**src/rtl/bcts_pkg.sv**
```systemverilog
// ----------------------------------------------------------------------------
// bcts_pkg
// Shared types, codes and helpers for the battery charge test sequencer.
// ----------------------------------------------------------------------------
package bcts_pkg;

  localparam int unsigned PCT_W      = 7;
  localparam int unsigned CFG_IDX_W  = 1;
  localparam int unsigned IN_DATA_W  = 16;
  localparam int unsigned OUT_DATA_W = 16;
  localparam int unsigned ENTRY_W    = 7;

  localparam logic [PCT_W-1:0] PCT_MAX          = 7'd100;
  localparam logic [PCT_W-1:0] UPPER_RESET      = 7'd80;
  localparam logic [PCT_W-1:0] LOWER_RESET      = 7'd10;

  // configuration register indexes
  localparam logic [CFG_IDX_W-1:0] CFG_UPPER_TARGET = 1'b0;
  localparam logic [CFG_IDX_W-1:0] CFG_LOWER_TARGET = 1'b1;

  typedef enum logic [3:0] {
    PH_IDLE     = 4'd0,
    PH_COMPARE  = 4'd1,
    PH_HOLD_UP1 = 4'd2,
    PH_CHG_UP1  = 4'd3,
    PH_DIS_UP1  = 4'd4,
    PH_DIS_LO   = 4'd5,
    PH_HOLD_LO  = 4'd6,
    PH_CHG_UP2  = 4'd7,
    PH_HOLD_UP2 = 4'd8
  } phase_t;

  typedef enum logic [1:0] {
    REP_NONE       = 2'd0,
    REP_UPPER_FIRST = 2'd1,
    REP_LOWER      = 2'd2,
    REP_UPPER_LAST = 2'd3
  } report_t;

  // input item, last member lands in bit 0
  typedef struct packed {
    logic             wait_done;
    logic [PCT_W-1:0] soc_percent;
    logic             hold_at_thirty;
    logic             keep_alive_busy;
    logic             set_autotest;
    logic             set_cycle;
  } item_t;

  // result item, last member lands in bit 0
  typedef struct packed {
    phase_t  phase;
    logic    cycle_done;
    report_t report_code;
    logic    param_check;
    logic    timer_clear;
    logic    timer_run;
    logic    drive_update;
    logic    discharge_on;
    logic    charge_on;
  } result_t;

  typedef struct packed {
    phase_t             phase;
    logic [ENTRY_W-1:0] entry_done;
    logic               cycle_active;
    logic               autotest_active;
    logic               params_checked;
    logic               charge;
    logic               discharge;
    logic               timer_run;
  } seq_state_t;

  localparam seq_state_t STATE_RESET = '{
    phase:           PH_IDLE,
    entry_done:      '0,
    cycle_active:    1'b0,
    autotest_active: 1'b0,
    params_checked:  1'b0,
    charge:          1'b0,
    discharge:       1'b0,
    timer_run:       1'b0
  };

  function automatic logic [PCT_W-1:0] clamp_pct(input logic [PCT_W-1:0] v);
    return (v > PCT_MAX) ? PCT_MAX : v;
  endfunction

endpackage

```
**src/rtl/bcts_step.sv**
```systemverilog
// ----------------------------------------------------------------------------
// bcts_step
// Next-state and result logic for one poll of the charge test sequencer.
// ----------------------------------------------------------------------------
module bcts_step (
  input  bcts_pkg::item_t                   item,
  input  bcts_pkg::seq_state_t              cur,
  input  logic [bcts_pkg::PCT_W-1:0]        upper_target,
  input  logic [bcts_pkg::PCT_W-1:0]        lower_target,
  output bcts_pkg::seq_state_t              nxt,
  output bcts_pkg::result_t                 res
);

  logic [bcts_pkg::PCT_W-1:0]   soc;
  logic [bcts_pkg::PCT_W-1:0]   up;
  logic [bcts_pkg::PCT_W-1:0]   lo;
  logic [bcts_pkg::PCT_W-1:0]   tgt;
  logic [2:0]                   ent_idx;
  logic [bcts_pkg::ENTRY_W-1:0] ent_bit;
  logic                         ent_seen;
  logic                         chg_phase;
  logic                         upd;
  logic                         clr;
  logic                         pchk;
  logic                         done;
  bcts_pkg::report_t            rep;

  assign soc = bcts_pkg::clamp_pct(item.soc_percent);
  assign up  = bcts_pkg::clamp_pct(upper_target);
  assign lo  = bcts_pkg::clamp_pct(lower_target);

  always_comb begin
    nxt       = cur;
    upd       = 1'b0;
    clr       = 1'b0;
    pchk      = 1'b0;
    done      = 1'b0;
    rep       = bcts_pkg::REP_NONE;
    ent_idx   = 3'd0;
    ent_bit   = '0;
    ent_seen  = 1'b0;
    chg_phase = 1'b0;
    tgt       = up;

    if (item.set_cycle) nxt.cycle_active = 1'b1;
    if (item.set_autotest) nxt.autotest_active = 1'b1;

    if (!item.keep_alive_busy && nxt.cycle_active && !item.hold_at_thirty) begin
      if (nxt.phase == bcts_pkg::PH_IDLE) begin
        nxt.charge    = 1'b0;
        nxt.discharge = 1'b0;
        upd           = 1'b1;
      end
      if (nxt.autotest_active) begin
        if (!nxt.params_checked) begin
          nxt.params_checked = 1'b1;
          pchk               = 1'b1;
        end
        if (nxt.phase == bcts_pkg::PH_IDLE) nxt.phase = bcts_pkg::PH_COMPARE;

        // one entry flag per phase from hold-at-upper onward
        ent_idx   = 3'(nxt.phase - 4'd2);
        ent_bit   = bcts_pkg::ENTRY_W'(1) << ent_idx;
        ent_seen  = |(nxt.entry_done & ent_bit);
        chg_phase = (nxt.phase == bcts_pkg::PH_CHG_UP1) ||
                    (nxt.phase == bcts_pkg::PH_CHG_UP2);
        tgt       = (nxt.phase == bcts_pkg::PH_DIS_LO) ? lo : up;

        case (nxt.phase)
          bcts_pkg::PH_COMPARE: begin
            if (soc == up)     nxt.phase = bcts_pkg::PH_HOLD_UP1;
            else if (soc < up) nxt.phase = bcts_pkg::PH_CHG_UP1;
            else               nxt.phase = bcts_pkg::PH_DIS_UP1;
          end
          bcts_pkg::PH_HOLD_UP1, bcts_pkg::PH_HOLD_LO, bcts_pkg::PH_HOLD_UP2: begin
            if (!ent_seen) begin
              nxt.charge     = 1'b0;
              nxt.discharge  = 1'b0;
              upd            = 1'b1;
              nxt.timer_run  = 1'b1;
              nxt.entry_done = nxt.entry_done | ent_bit;
            end else if (item.wait_done) begin
              nxt.entry_done = nxt.entry_done & ~ent_bit;
              if (nxt.phase == bcts_pkg::PH_HOLD_UP1) begin
                rep       = bcts_pkg::REP_UPPER_FIRST;
                nxt.phase = bcts_pkg::PH_DIS_LO;
              end else if (nxt.phase == bcts_pkg::PH_HOLD_LO) begin
                rep       = bcts_pkg::REP_LOWER;
                nxt.phase = bcts_pkg::PH_CHG_UP2;
              end else begin
                rep                 = bcts_pkg::REP_UPPER_LAST;
                nxt.timer_run       = 1'b0;
                clr                 = 1'b1;
                nxt.autotest_active = 1'b0;
                nxt.cycle_active    = 1'b0;
                nxt.params_checked  = 1'b0;
                nxt.phase           = bcts_pkg::PH_IDLE;
                done                = 1'b1;
              end
            end
          end
          bcts_pkg::PH_CHG_UP1, bcts_pkg::PH_DIS_UP1, bcts_pkg::PH_DIS_LO,
          bcts_pkg::PH_CHG_UP2: begin
            if (!ent_seen) begin
              nxt.charge    = chg_phase;
              nxt.discharge = !chg_phase;
              upd           = 1'b1;
              if (nxt.phase == bcts_pkg::PH_DIS_LO || nxt.phase == bcts_pkg::PH_CHG_UP2) begin
                nxt.timer_run = 1'b0;
                clr           = 1'b1;
              end
              nxt.entry_done = nxt.entry_done | ent_bit;
            end else if (soc == tgt) begin
              nxt.entry_done = nxt.entry_done & ~ent_bit;
              if (nxt.phase == bcts_pkg::PH_DIS_LO)       nxt.phase = bcts_pkg::PH_HOLD_LO;
              else if (nxt.phase == bcts_pkg::PH_CHG_UP2) nxt.phase = bcts_pkg::PH_HOLD_UP2;
              else                                        nxt.phase = bcts_pkg::PH_HOLD_UP1;
            end
          end
          default: begin
            nxt.phase = bcts_pkg::PH_IDLE;
          end
        endcase
      end
    end
  end

  always_comb begin
    res.charge_on    = nxt.charge;
    res.discharge_on = nxt.discharge;
    res.drive_update = upd;
    res.timer_run    = nxt.timer_run;
    res.timer_clear  = clr;
    res.param_check  = pchk;
    res.report_code  = rep;
    res.cycle_done   = done;
    res.phase        = nxt.phase;
  end

endmodule

```
**src/rtl/bcts_out_buf.sv**
```systemverilog
// ----------------------------------------------------------------------------
// bcts_out_buf
// Result register for the master-side stream, with backpressure.
// ----------------------------------------------------------------------------
module bcts_out_buf (
  input  logic                                clk,
  input  logic                                rst_n,
  input  logic                                load,
  input  bcts_pkg::result_t                   res,
  output logic                                can_load,
  output logic                                out_tvalid,
  input  logic                                out_tready,
  output logic [bcts_pkg::OUT_DATA_W-1:0]     out_tdata
);

  logic              valid_r;
  logic              valid_nxt;
  bcts_pkg::result_t data_r;

  // a new result may replace the held one in the same cycle it is taken
  assign can_load  = !valid_r || out_tready;
  assign valid_nxt = load || (valid_r && !out_tready);

  always_ff @(posedge clk) begin
    if (!rst_n) begin
      valid_r <= 1'b0;
    end else begin
      valid_r <= valid_nxt;
    end
  end

  always_ff @(posedge clk) begin
    if (load) begin
      data_r <= res;
    end
  end

  assign out_tvalid = valid_r;
  assign out_tdata  = {(bcts_pkg::OUT_DATA_W - $bits(bcts_pkg::result_t))'(0), data_r};

endmodule

```
**src/rtl/battery_charge_test_sequencer.sv**
```systemverilog
// ----------------------------------------------------------------------------
// battery_charge_test_sequencer
// Poll-driven sequencer for a battery charge and discharge test.
// ----------------------------------------------------------------------------
// Each poll is one transfer on the in_ stream and yields exactly one result
// transfer on the out_ stream. A poll is latched into an input register, the
// phase logic is combinational and the result lands in an output register,
// so a poll passes the input and then the output register before its result
// is valid on out_. One poll is accepted every cycle as long as the output
// side keeps taking results. The sequencer state (phase, entry flags, switch
// and timer levels) updates once per poll, in order. The user must write
// targets through cfg_ only while no poll is in flight; the block does not
// enforce this. Readings and targets above 100 are treated as 100.
module battery_charge_test_sequencer (
  input  logic                                clk,
  input  logic                                rst_n,
  // configuration write port
  input  logic                                cfg_wr_en,
  input  logic [bcts_pkg::CFG_IDX_W-1:0]      cfg_index,
  input  logic [bcts_pkg::PCT_W-1:0]          cfg_wdata,
  // poll stream
  input  logic                                in_tvalid,
  output logic                                in_tready,
  // [0] set_cycle, [1] set_autotest, [2] keep_alive_busy, [3] hold_at_thirty,
  // [10:4] soc_percent, [11] wait_done, [15:12] zero
  input  logic [bcts_pkg::IN_DATA_W-1:0]      in_tdata,
  // result stream
  output logic                                out_tvalid,
  input  logic                                out_tready,
  // [0] charge_on, [1] discharge_on, [2] drive_update, [3] timer_run,
  // [4] timer_clear, [5] param_check, [7:6] report_code, [8] cycle_done,
  // [12:9] phase, [15:13] zero
  output logic [bcts_pkg::OUT_DATA_W-1:0]     out_tdata
);

  logic                         upper_sel;
  logic [bcts_pkg::PCT_W-1:0]   upper_target_r;
  logic [bcts_pkg::PCT_W-1:0]   lower_target_r;
  logic                         s1_valid_r;
  logic                         s1_valid_nxt;
  bcts_pkg::item_t              s1_item_r;
  logic                         in_fire;
  logic                         s1_fire;
  logic                         buf_ready;
  bcts_pkg::seq_state_t         state_r;
  bcts_pkg::seq_state_t         state_nxt;
  bcts_pkg::result_t            res;

  assign upper_sel = (cfg_index == bcts_pkg::CFG_UPPER_TARGET);

  always_ff @(posedge clk) begin
    if (!rst_n) begin
      upper_target_r <= bcts_pkg::UPPER_RESET;
      lower_target_r <= bcts_pkg::LOWER_RESET;
    end else if (cfg_wr_en) begin
      if (upper_sel) begin
        upper_target_r <= cfg_wdata;
      end
      if (cfg_index == bcts_pkg::CFG_LOWER_TARGET) begin
        lower_target_r <= cfg_wdata;
      end
    end
  end

  // input register
  assign s1_fire      = s1_valid_r && buf_ready;
  assign in_tready    = !s1_valid_r || buf_ready;
  assign in_fire      = in_tvalid && in_tready;
  assign s1_valid_nxt = in_fire || (s1_valid_r && !s1_fire);

  always_ff @(posedge clk) begin
    if (!rst_n) begin
      s1_valid_r <= 1'b0;
    end else begin
      s1_valid_r <= s1_valid_nxt;
    end
  end

  always_ff @(posedge clk) begin
    if (in_fire) begin
      s1_item_r <= bcts_pkg::item_t'(in_tdata[$bits(bcts_pkg::item_t)-1:0]);
    end
  end

  bcts_step u_step (
    .item         (s1_item_r),
    .cur          (state_r),
    .upper_target (upper_target_r),
    .lower_target (lower_target_r),
    .nxt          (state_nxt),
    .res          (res)
  );

  always_ff @(posedge clk) begin
    if (!rst_n) begin
      state_r <= bcts_pkg::STATE_RESET;
    end else if (s1_fire) begin
      state_r <= state_nxt;
    end
  end

  bcts_out_buf u_out_buf (
    .clk        (clk),
    .rst_n      (rst_n),
    .load       (s1_fire),
    .res        (res),
    .can_load   (buf_ready),
    .out_tvalid (out_tvalid),
    .out_tready (out_tready),
    .out_tdata  (out_tdata)
  );

`ifndef SYNTH
  a_switch_exclusive: assert property (@(posedge clk) disable iff (!rst_n)
    !(state_r.charge && state_r.discharge))
    else $error("charge and discharge commanded together");

  a_entry_onehot: assert property (@(posedge clk) disable iff (!rst_n)
    $onehot0(state_r.entry_done))
    else $error("more than one phase entry flag set");

  a_idle_no_entry: assert property (@(posedge clk) disable iff (!rst_n)
    (state_r.phase == bcts_pkg::PH_IDLE || state_r.phase == bcts_pkg::PH_COMPARE)
      |-> (state_r.entry_done == '0))
    else $error("entry flag left set outside the run phases");

  a_done_clears_cycle: assert property (@(posedge clk) disable iff (!rst_n)
    (s1_fire && res.cycle_done) |=> (!state_r.cycle_active && !state_r.timer_run &&
      state_r.phase == bcts_pkg::PH_IDLE))
    else $error("cycle finish did not return to idle");
`endif

endmodule
```
**config.mk**
```make
export PLATFORM = sky130hd
export DESIGN_NAME = battery_charge_test_sequencer
export DESIGN_NICKNAME = d
export VERILOG_FILES = /design/src/rtl/bcts_pkg.sv /design/src/rtl/bcts_step.sv /design/src/rtl/bcts_out_buf.sv /design/src/rtl/battery_charge_test_sequencer.sv
export SDC_FILE = /design/constraint.sdc
export NUM_CORES = 1
export LEC_CHECK = 0
export BUFFER_PORTS_ARGS = -buffer_cell sky130_fd_sc_hd__buf_2
export CAP_MARGIN = 10
export CELL_PAD_IN_SITES_DETAIL_PLACEMENT = 1
export CELL_PAD_IN_SITES_GLOBAL_PLACEMENT = 1
export CORE_MARGIN = 2
export CORE_UTILIZATION = 30
export DETAILED_ROUTE_END_ITERATION = 6
export PLACE_DENSITY_LB_ADDON = 0.05
export SLEW_MARGIN = 20
export SYNTH_ARGS = -nofsm -noshare
export SYNTH_HDL_FRONTEND = slang
export SYNTH_HIERARCHICAL = 1
export SYNTH_SLANG_ARGS = --single-unit
export TNS_END_PERCENT = 20
```
**constraint.sdc**
```tcl
create_clock -name clk -period 3.92 [get_ports clk]
set_input_delay 0.392 -clock clk [delete_from_list [all_inputs] [get_ports clk]]
set_output_delay 0.392 -clock clk [all_outputs]
set_load 0.01 [all_outputs]
```
== After elaboration in Yosys (flattened, before gate mapping) ==
Cells that the tools add are included.
Storage, ports and cells
  register bits: 58
Operators by class
  $add $sub $neg: 1
  magnitude comparators: 4
  equality and inequality tests: 12
  shift operators: 1
  multiplexer cells: 52
  bitwise operators: 10
  reductions and logical operators: 33
Operator list (count)
  $mux 7: 6
  $mux 4: 9
  $mux 17: 2
  $gt 7x7->1 const B: 3
  $mux 3: 7
  $mux 1: 20
  $eq 4x3->1 const B: 4
  $and 7x7->7: 2
  $eq 7x7->1: 2
  $mux 14: 1
  $pmux 7 s2: 1
  $reduce_or 7->1: 2
  $pmux 4 s3: 1
  $mux 11: 1
  $eq 4x2->1 const B: 2
  $logic_not 1->1: 7
  $lt 7x7->1: 1
  $not 7->7: 1
  $or 7x7->7: 1
  $shl 1x3->7 const A: 1
  $logic_and 1x1->1: 6
  $logic_or 1x1->1: 6
  $ne 3x3->1 const B: 2
  $not 1->1: 6
  15 further kinds: 19

== Logic depth before layout (Yosys ltp) ==
Gate-level depths: netlist of the first run.
  depth after elaboration: 13
  depth in mapped cells: 12
  depth with buffers taken out: 12

== Hierarchy ==
Netlist of the first run, hierarchy kept.
By module, submodules not included
  battery_charge_test_sequencer: instances 1, cells each 155, area an instance 1665.3 um2, seq. area each 1001.0 um2
  bcts_step: instances 1, cells each 195, area an instance 1248.7 um2, seq. area each 0.0 um2
  bcts_out_buf: instances 1, cells each 21, area an instance 465.4 um2, seq. area each 410.4 um2

== Worst setup path before layout of the first run ==
OpenSTA, ideal clock, no wires.
  kind: register -> register
  from: reg s1_item_r[7] (netlist bit)
  to: reg u_out_buf.data_r (netlist bit u_out_buf/out_tdata[11]) (data pin)
  setup time: 251 ps
  data arrival time: 2057 ps
  path slack: 1612 ps
  cell stages (with the launch flop): 12
  period minus slack after synthesis: 2308 ps
  path through: edfxtp_1 -> o311ai_0 -> nand2_1 -> inv_1 -> ha_1 -> nand3b_1 -> a21oi_1 -> o22a_1 -> nor2b_1 -> o21ai_0 -> o211ai_1 -> buf_4
RTL lines
  start, declared: line battery_charge_test_sequencer.sv:41  | bcts_pkg::item_t s1_item_r;
  start signal, assigned: line battery_charge_test_sequencer.sv:81  | s1_item_r <= bcts_pkg::item_t'(in_tdata[$bits(bcts_pkg::item_t)-1:0]);
  end signal, assigned: line bcts_out_buf.sv:34  | data_r <= res;
  end, declared: line bcts_out_buf.sv:18  | bcts_pkg::result_t data_r;

== Final worst setup path of the first run ==
  from: reg state_r[13] (netlist bit)
  to: reg state_r[3] (netlist bit)
On the way
  longest elaborated chain between the ends: 10
  elaborated cells on any way between the ends: 17
  classes of those cells: add/sub: 1; eq/ne: 3; shift: 1; mux: 8; bitwise: 1; reduce/logical: 3
Ends and longest elaborated chain
  start, declared: line battery_charge_test_sequencer.sv:45  | bcts_pkg::seq_state_t state_r;
  start signal, assigned: line battery_charge_test_sequencer.sv:96  | state_r <= bcts_pkg::STATE_RESET;
  start signal, assigned: line battery_charge_test_sequencer.sv:98  | state_r <= state_nxt;
  $logic_not 4->1: line bcts_step.sv:59  | if (nxt.phase == bcts_pkg::PH_IDLE) nxt.phase = bcts_pkg::PH_COMPARE;
  $mux 4 *: line bcts_step.sv:59
  $mux 4 *: line bcts_step.sv:54  | if (nxt.autotest_active) begin
  $mux 4 *: line bcts_step.sv:48  | if (!item.keep_alive_busy && nxt.cycle_active && !item.hold_at_thirty) begin
  $sub 3x2->3 / $eq 4x3->1 (equally long branches): line bcts_step.sv:62, bcts_step.sv:69, bcts_step.sv:87
  $shl 1x3->7 / $mux 3 (equally long branches): line bcts_step.sv:63, bcts_step.sv:87
  $and 7x7->7 / $mux 3 (equally long branches): line bcts_step.sv:64, bcts_step.sv:84
  $reduce_or 7->1 / $mux 14 (equally long branches): line bcts_step.sv:64, bcts_step.sv:82
  $mux 3: line bcts_step.sv:76  | if (!ent_seen) begin
  $mux 3 *: line bcts_step.sv:69  | case (nxt.phase)
Mark *: on every way between the ends. The rest lies on a longest branch, timed or not. The select of a mux whose other input is x is not followed.
A chain may end at the register's enable or synchronous reset.

==> results of run 1 <==
## kinds of logic (layout without fill, tap and decap cells)
group / count (synthesis) / count (layout) / synth area share
compound gates: 86 / 86 / 0.1736
xor+xnor: 7 / 7 / 0.01814
fa+ha+maj: 7 / 7 / 0.02592
buf+inv: 55 / 74 / 0.09366
flops: 58 / 58 / 0.4176
mux: 16 / 16 / 0.05109
other cells: 1 / 3 / 0.001110
simple gates: 141 / 141 / 0.2188
## cell type report
cell class,count,area (µm²),share of cell area
clock buffers,10,229.0,0.05957
clock inverters,6,91.34,0.02376
inverters,16,60.06,0.01562
multi-input cells,260,1659,0.4316
flip-flops and latches,58,1411,0.3672
well taps,140,175.2,0.04557
repair buffers,42,217.7,0.05664
## worst register-to-register path, delay by kind of cell, from the launching register on
family | cells | cell delay (ns)
AOI/OAI and AO/OA | 1 | 0.09
DFF | 1 | 0.78
muxes | 2 | 0.97
and+or+nand+nor | 4 | 1.00
## state kept, by name, indices dropped and copies added (netlist names)
signal	cells
s1_valid_r	1
upper_target_r	7
s1_item_r	12
u_out_buf/out_tdata	13
state_r	17
lower_target_r	7
u_out_buf/out_tvalid	1
## metal layers
metal / vias up / track usage / wire [µm]
li1: 1375 / - / -
met1: 1355 / 0.2094 / 4194
met2: 48 / 0.2585 / 4162
met3: 6 / 0.02528 / 364
met4: 0 / 0.05714 / 72
met5: - / 0 / 0
## stage by stage
| step | instances | setup WS, ns |
|---|---|---|
| 2_1_floorplan | 373 | 1.612 |
| 5_1_grt | 532 | 0.7377 |
| 6_report | 532 | 0.9536 |
| 3_3_place_gp | 516 | 0.9512 |
| 3_5_place_dp | 516 | 0.9670 |
| 4_1_cts | 532 | 0.9624 |
## worst paths after layout
path	depth (start not counted)	end	slack, ns	startpoint
hold reg to reg	2	state_r[2]	0.46	state_r[2]
hold / removal	1	s1_item_r[2]	0.24	in_tdata[2]
setup reg to reg	7	state_r[3]	0.95	state_r[13]
setup / recovery	7	state_r[3]	0.95	state_r[13]
## Yosys cell counts, types with 2 or more instances
cell type / number / area (µm²)
buf_4: 16 / 120.1
a21boi_0: 5 / 37.54
ha_1: 7 / 87.58
dfxtp_1: 33 / 660.6
and3_1: 3 / 18.77
nand2_1: 51 / 191.4
inv_1: 15 / 56.30
nand3b_1: 5 / 37.54
o211ai_1: 6 / 45.04
nand2b_1: 3 / 18.77
o22ai_1: 3 / 18.77
o311ai_1: 2 / 17.52
o21ai_2: 9 / 78.83
nor2b_1: 3 / 18.77
nor2_1: 22 / 82.58
and2_1: 4 / 25.02
mux2i_1: 15 / 150.1
a21oi_1: 14 / 70.07
edfxtp_1: 25 / 750.7
nor3_1: 5 / 25.02
o21a_1: 2 / 15.01
nand3_1: 6 / 30.03
nand4_1: 23 / 143.9
clkbuf_1: 9 / 33.78
o21ai_0: 19 / 95.09
buf_6: 3 / 33.78
or2_2: 2 / 12.51
a31oi_1: 7 / 43.79
xor2_1: 2 / 17.52
o31ai_1: 2 / 15.01
buf_2: 9 / 45.04
xnor2_1: 5 / 43.79
## layout by cell type, fill, tap and decap left out, types with 4 or more instances in the layout
cell,netlist,final
ha_1,7,7
a21boi_0,5,5
nand3b_1,5,5
a31oi_1,7,7
nand4_1,23,23
nand3_1,6,6
buf_2,9,39
a21oi_1,14,14
o211ai_1,6,6
o21ai_2,9,9
inv_1,15,15
xnor2_1,5,5
clkbuf_16,0,9
nor2_1,22,22
o21ai_0,19,19
dfxtp_1,33,33
mux2i_1,15,15
nor3_1,5,5
and2_1,4,4
nand2_1,51,51
edfxtp_1,25,25
## power by group through the flow
stage / clock network (mW) / registers (mW) / logic [mW]
6_report: 0.847 / 0.678 / 0.142
5_1_grt: 0.903 / 0.681 / 0.162
4_1_cts: 0.874 / 0.678 / 0.146
3_5_place_dp: 0 / 0.691 / 0.145
3_3_place_gp: 0 / 0.691 / 0.142
2_1_floorplan: 0 / 0.683 / 0.110
==> summary.md, run 1 <==
| Metric | Value |
|---|---|
| Power share of the combinational group | 0.085 |
| Total of max-cap violations | 0 |
| Ratio of cells with drive above 1 in the final layout | 0.2015 |
| Worst hold slack | about 0.24 ns |
| Post-route cell area | 3844 µm² |
| Area Overhead vs Synth | 13.74% |
| CP Launch Type | register |
| Largest net degree at the start of global routing | 58 |
| Overflow after GRT | 0 |
| Pleak | between 1 and 1.5 nW |
| Required time of the critical path | 4.12 ns |
| Switching pwr | slightly below 0.4 mW |
| First-pass GRT wire length | 14720 µm |
| RePlAce Congestion | approximately 0.79 |
| Post-CTS Setup Inserts | 0 |
| Worst endpoint data arrival time | between 3 and 4 ns |
| Std-Cell Rows | 38 |
| Port Buffers | 39 |
| Syn Area/Cell | between 9 and 10 µm² |
| Tcrit/Tclk final | 0.7567 |
| Seq cells post-synth | between 50 and 60 |
| Final setup violation count | 0 |
| Drt wl/cell | about 17 µm |
| Tmin final | 2.966 ns |
| Status | finished, final reports clean |
| Clk_lat worst skew | approximately 0.33 ns |
| Final Hold Fails | 0 |
| Internal power | around 1.3 mW |
| Clock buffer depth | 2 |
| Post-DP HPWL | around 6300 µm |
| Number of diodes | 0 |
| Synth Warn # | 6 |
| Clock network power share | 0.508 |
| Post-synth EDFFs | 25 |
| Post-CTS Resized | 0 |
| Nets@finish | 423 |
| CTS Sinks | between 50 and 60 |
| Number of hold buffers added after CTS | 0 |
| Chip width | 110.1 µm |
| Clock Pin Slew Worst Setup and Hold Paths | around 0.060 ns |
| Power density over the cells | between 400 and 500 nW/µm² |
| Sequential Power Share | 0.407 |
| Total I/O pin count | 47 |
| Synthesized cell area | roughly 3400 µm² |
| Kind of critical path | register to register |
| Core area | 10940 µm² |
| Unrepaired setup endpoints after global routing | false |
| Slew @ Worst Pin | between 0.9 and 1 ns |
| Detailed Route Iter0 Violations | between 100 and 150 |
| Fraction of registers with async set/reset | 0 |
| Clock skew | around 0.010 ns |
| Cells after Synth | approximately 370 |
| Die area | around 12000 µm² |
| Total track usage | 0.1577 |
| Slowest stage cell on the critical path | dfxtp_1 |
| Worst hold path type | input pin to register |
| Initial Utilization | 0.3090 |
| Number of global-route vias before repair | approximately 2800 |
| Final core occ | 0.3515 |
| Net Sw Frac | 0.2388 |
| WP buf/inv | 0 |
| Via density per instance | 5.233 |
| Final ANT Viol Nets | 0 |
| Clock buffer count from CTS | 9 |
| Crit path max fanout | 19 |
| CTS tree | done |
| H-tree depth | 3 |
| Synth unique cells | 68 |
| Setup crit end kind | register |
| Placed inst area | 3523 µm² |
| Power Total | approximately 1.7 mW |
| Routed wire length | 8794 µm |
| Setup tns final | 0 ns |
| Seq/Total Area, Yosys | 0.4176 |
| DRC viols | 0 |
| Die Y | around 110 µm |
| Total iterations of the first detailed-routing run | 4 |
| Slew headroom | 0.3381 |
| CP max stage delay | just under 0.8 ns |
| Max Slew Vio Count | 0 |
| Root buffer cell | clkbuf_16 |
| Critical Path, Cell by Cell | mux2i_1 -> mux4_2 -> or2_4 -> nor3_1 -> nor2_1 -> nand4_1 -> o21ai_0 |
| Top FF cell, synth | dfxtp_1 |
| Layout fillers | around 1300 |
| Fmax | around 0.34 GHz |
| Crit-path leading delay family | simple AND/OR/NAND/NOR gates |
| VDD IR max | around 0.17 mV |
| Via count | 2784 |
| Initial antenna violation count | 0 |
Power figures use the tool's default switching activity.
==> run 2: changes to the inputs <==
Clock period 3.92 ns to 2.9 ns, I/O delays scaled along.
==> run 2 against run 1 <==
Die area stayed put. Worst hold slack worse by 0.11 ns. Count of clock-buffer cells in the layout up 2. Critical endpoint is now state_r[15]. Highest routed layer unchanged.
==> summary.md, run 2 (synthesis results as in run 1) <==
| Metric | Value |
|---|---|
| Initial antenna violation count | 0 |
| Hold depth | 1 |
| Die area | roughly 12000 µm² |
| H-tree depth | 3 |
| Power Total | roughly 2.1 mW |
| Total iterations of the first detailed-routing run | 5 |
| Port Buffers | 39 |
| CP max stage delay | roughly 0.42 ns |
| Required time of the critical path | slightly above 3 ns |
| Crit-path leading delay family | compound AO/OA/AOI/OAI gates |
| Tcrit/Tclk final | 0.8626 |
| Area Overhead vs Synth | 15.11% |
| Layout fillers | 1290 |
| Nets@finish | around 430 |
| Clock skew | approximately 0.011 ns |
| Die Y | between 100 and 150 µm |
| Routed wire length | 8966 µm |
| Setup tns final | 0 ns |
| Register cell area after layout | roughly 1400 µm² |
| Placed inst area | around 3600 µm² |
| Worst hold path type | input pin to register |
| Slew headroom | 0.4659 |
| WHS Endpoint | s1_item_r[9] |
| Crit path max fanout | 3 |
| Total track usage | 0.1630 |
| Via count | between 2000 and 3000 |
| Worst endpoint data arrival time | ~2.7 ns |
| Max reg flops | 17 |
| Initial Utilization | 0.3090 |
| Number of hold buffers added after CTS | 0 |
| Detailed Route Iter0 Violations | 96 |
| Largest Register | state_r |
| Clock buffer depth | 2 |
| Setup crit end kind | register |
| Via density per instance | roughly 5.1 |
| Post-CTS Resized | 0 |
| DRC viols | 0 |
| Number of global-route vias before repair | 2821 |
| CTS Sinks | 58 |
| Post-route cell area | ~3900 µm² |
| Clock Pin Slew Worst Setup and Hold Paths | about 0.05 ns |
| Pleak | about 1.5 nW |
| Ratio of cells with drive above 1 in the final layout | 0.2239 |
| Number of diodes | 0 |
| Final ANT Viol Nets | 0 |
| Post-CTS Setup Inserts | 0 |
| Core area | 10940 µm² |
| Final Hold Fails | 0 |
| R2R Setup Slk | about 0.4 ns |
| Commonest non-fill, non-tap cell in the layout | nand2_1 |
| CP Launch Type | register |
| Chip width | about 110 µm |
| Power density over the cells | ~550 nW/µm² |
| Reg-to-reg endpoint | state_r[15] |
| Slowest stage cell on the critical path | o311ai_0 |
| Total of max-cap violations | 0 |
| Kind of critical path | register to register |
| Most frequent cells in the layout | nand2_1, buf_2, dfxtp_1, edfxtp_1, nand4_1 |
| First-pass GRT wire length | about 15000 µm |
| Crit path launch | s1_item_r[8] |
| Slew @ Worst Pin | roughly 0.8 ns |
| Final setup violation count | 0 |
| CTS tree | done |
| Hold path start | in_tdata[9] |
| WP buf/inv | 1 |
| R2R depth | 12 |
| VDD IR max | 0.2614 mV |
| Post-DP HPWL | about 6500 µm |
| Clock buffer count from CTS | 9 |
| Largest net degree at the start of global routing | 32 |
| Total I/O pin count | 47 |
| Multi-input gate area | about 1700 µm² |
| Unrepaired setup endpoints after global routing | false |
| Overflow after GRT | 0 |
| Std-Cell Rows | 38 |
| Critical Path, Cell by Cell | o311ai_0 -> nand2_1 -> inv_1 -> ha_1 -> nand3b_1 -> a21oi_1 -> o22a_1 -> nor2b_1 -> o21ai_0 -> o211ai_1 -> nand4_1 -> o21ai_2 |
| Max Slew Vio Count | 0 |
| Fmax | between 0.3 and 0.4 GHz |
| Root buffer cell | clkbuf_16 |
| Tmin final | roughly 2.5 ns |
| Drt wl/cell | between 15 and 20 µm |
| Worst r2r src | s1_item_r[8] |
| Clk_lat worst skew | between 0.3 and 0.4 ns |
| RePlAce Congestion | ~0.79 |
| Status | finished, final reports clean |
## run 2: layout make-up
cell class / instances / share of cell area
Clock inverter: 4 / 0.006433
Inverter: 16 / 0.01544
Multi-Input combinational cell: 260 / 0.4265
Sequential cell: 58 / 0.3628
Clock buffer: 12 / 0.06851
Tap cell: 140 / 0.04503
Timing Repair Buffer: 52 / 0.07527
## run 2: routing by layer
| metal | up-vias | global-route usage | part of all wire |
|---|---|---|---|
| met3 | 8 | 0.03880 | 0.025 |
| met5 | - | 0 | 0 |
| li1 | 1387 | - | - |
| met4 | 0 | 0.07321 | 0.016 |
| met1 | 1313 | 0.2082 | 0.49 |
| met2 | 35 | 0.2607 | 0.47 |
## run 2: how the worst max path moves through the flow
stage	endpoint	slack, ns	cells after the start
6_report	state_r[15]	0.40	12
2_1_floorplan	u_out_buf/out_tdata[11]	0.59	11
5_1_grt	state_r[15]	0.04	12
3_3_place_gp	state_r[14]	0.40	9
4_1_cts	state_r[15]	0.36	12
3_5_place_dp	state_r[15]	0.39	12
## run 2: power breakdown
| part | internal, mW | leakage, nW | switching, mW |
|---|---|---|---|
| Sequential | 0.887 | 0.510 | 0.0231 |
| Combinational | 0.0778 | 0.819 | 0.125 |
| Clock | 0.643 | 0.141 | 0.367 |
## run 2: stage by stage
step	hold slack, ns	instances	setup slack [ns]	util
after floorplan	0.3889	373	0.5916	-
after global placement	0.4500	526	0.3982	0.3291
after detailed placement	0.4580	526	0.3876	0.3291
after global routing	0.1175	542	0.04170	0.3557
after CTS	0.1131	542	0.3572	0.3557
final	0.1292	542	0.3984	0.3557
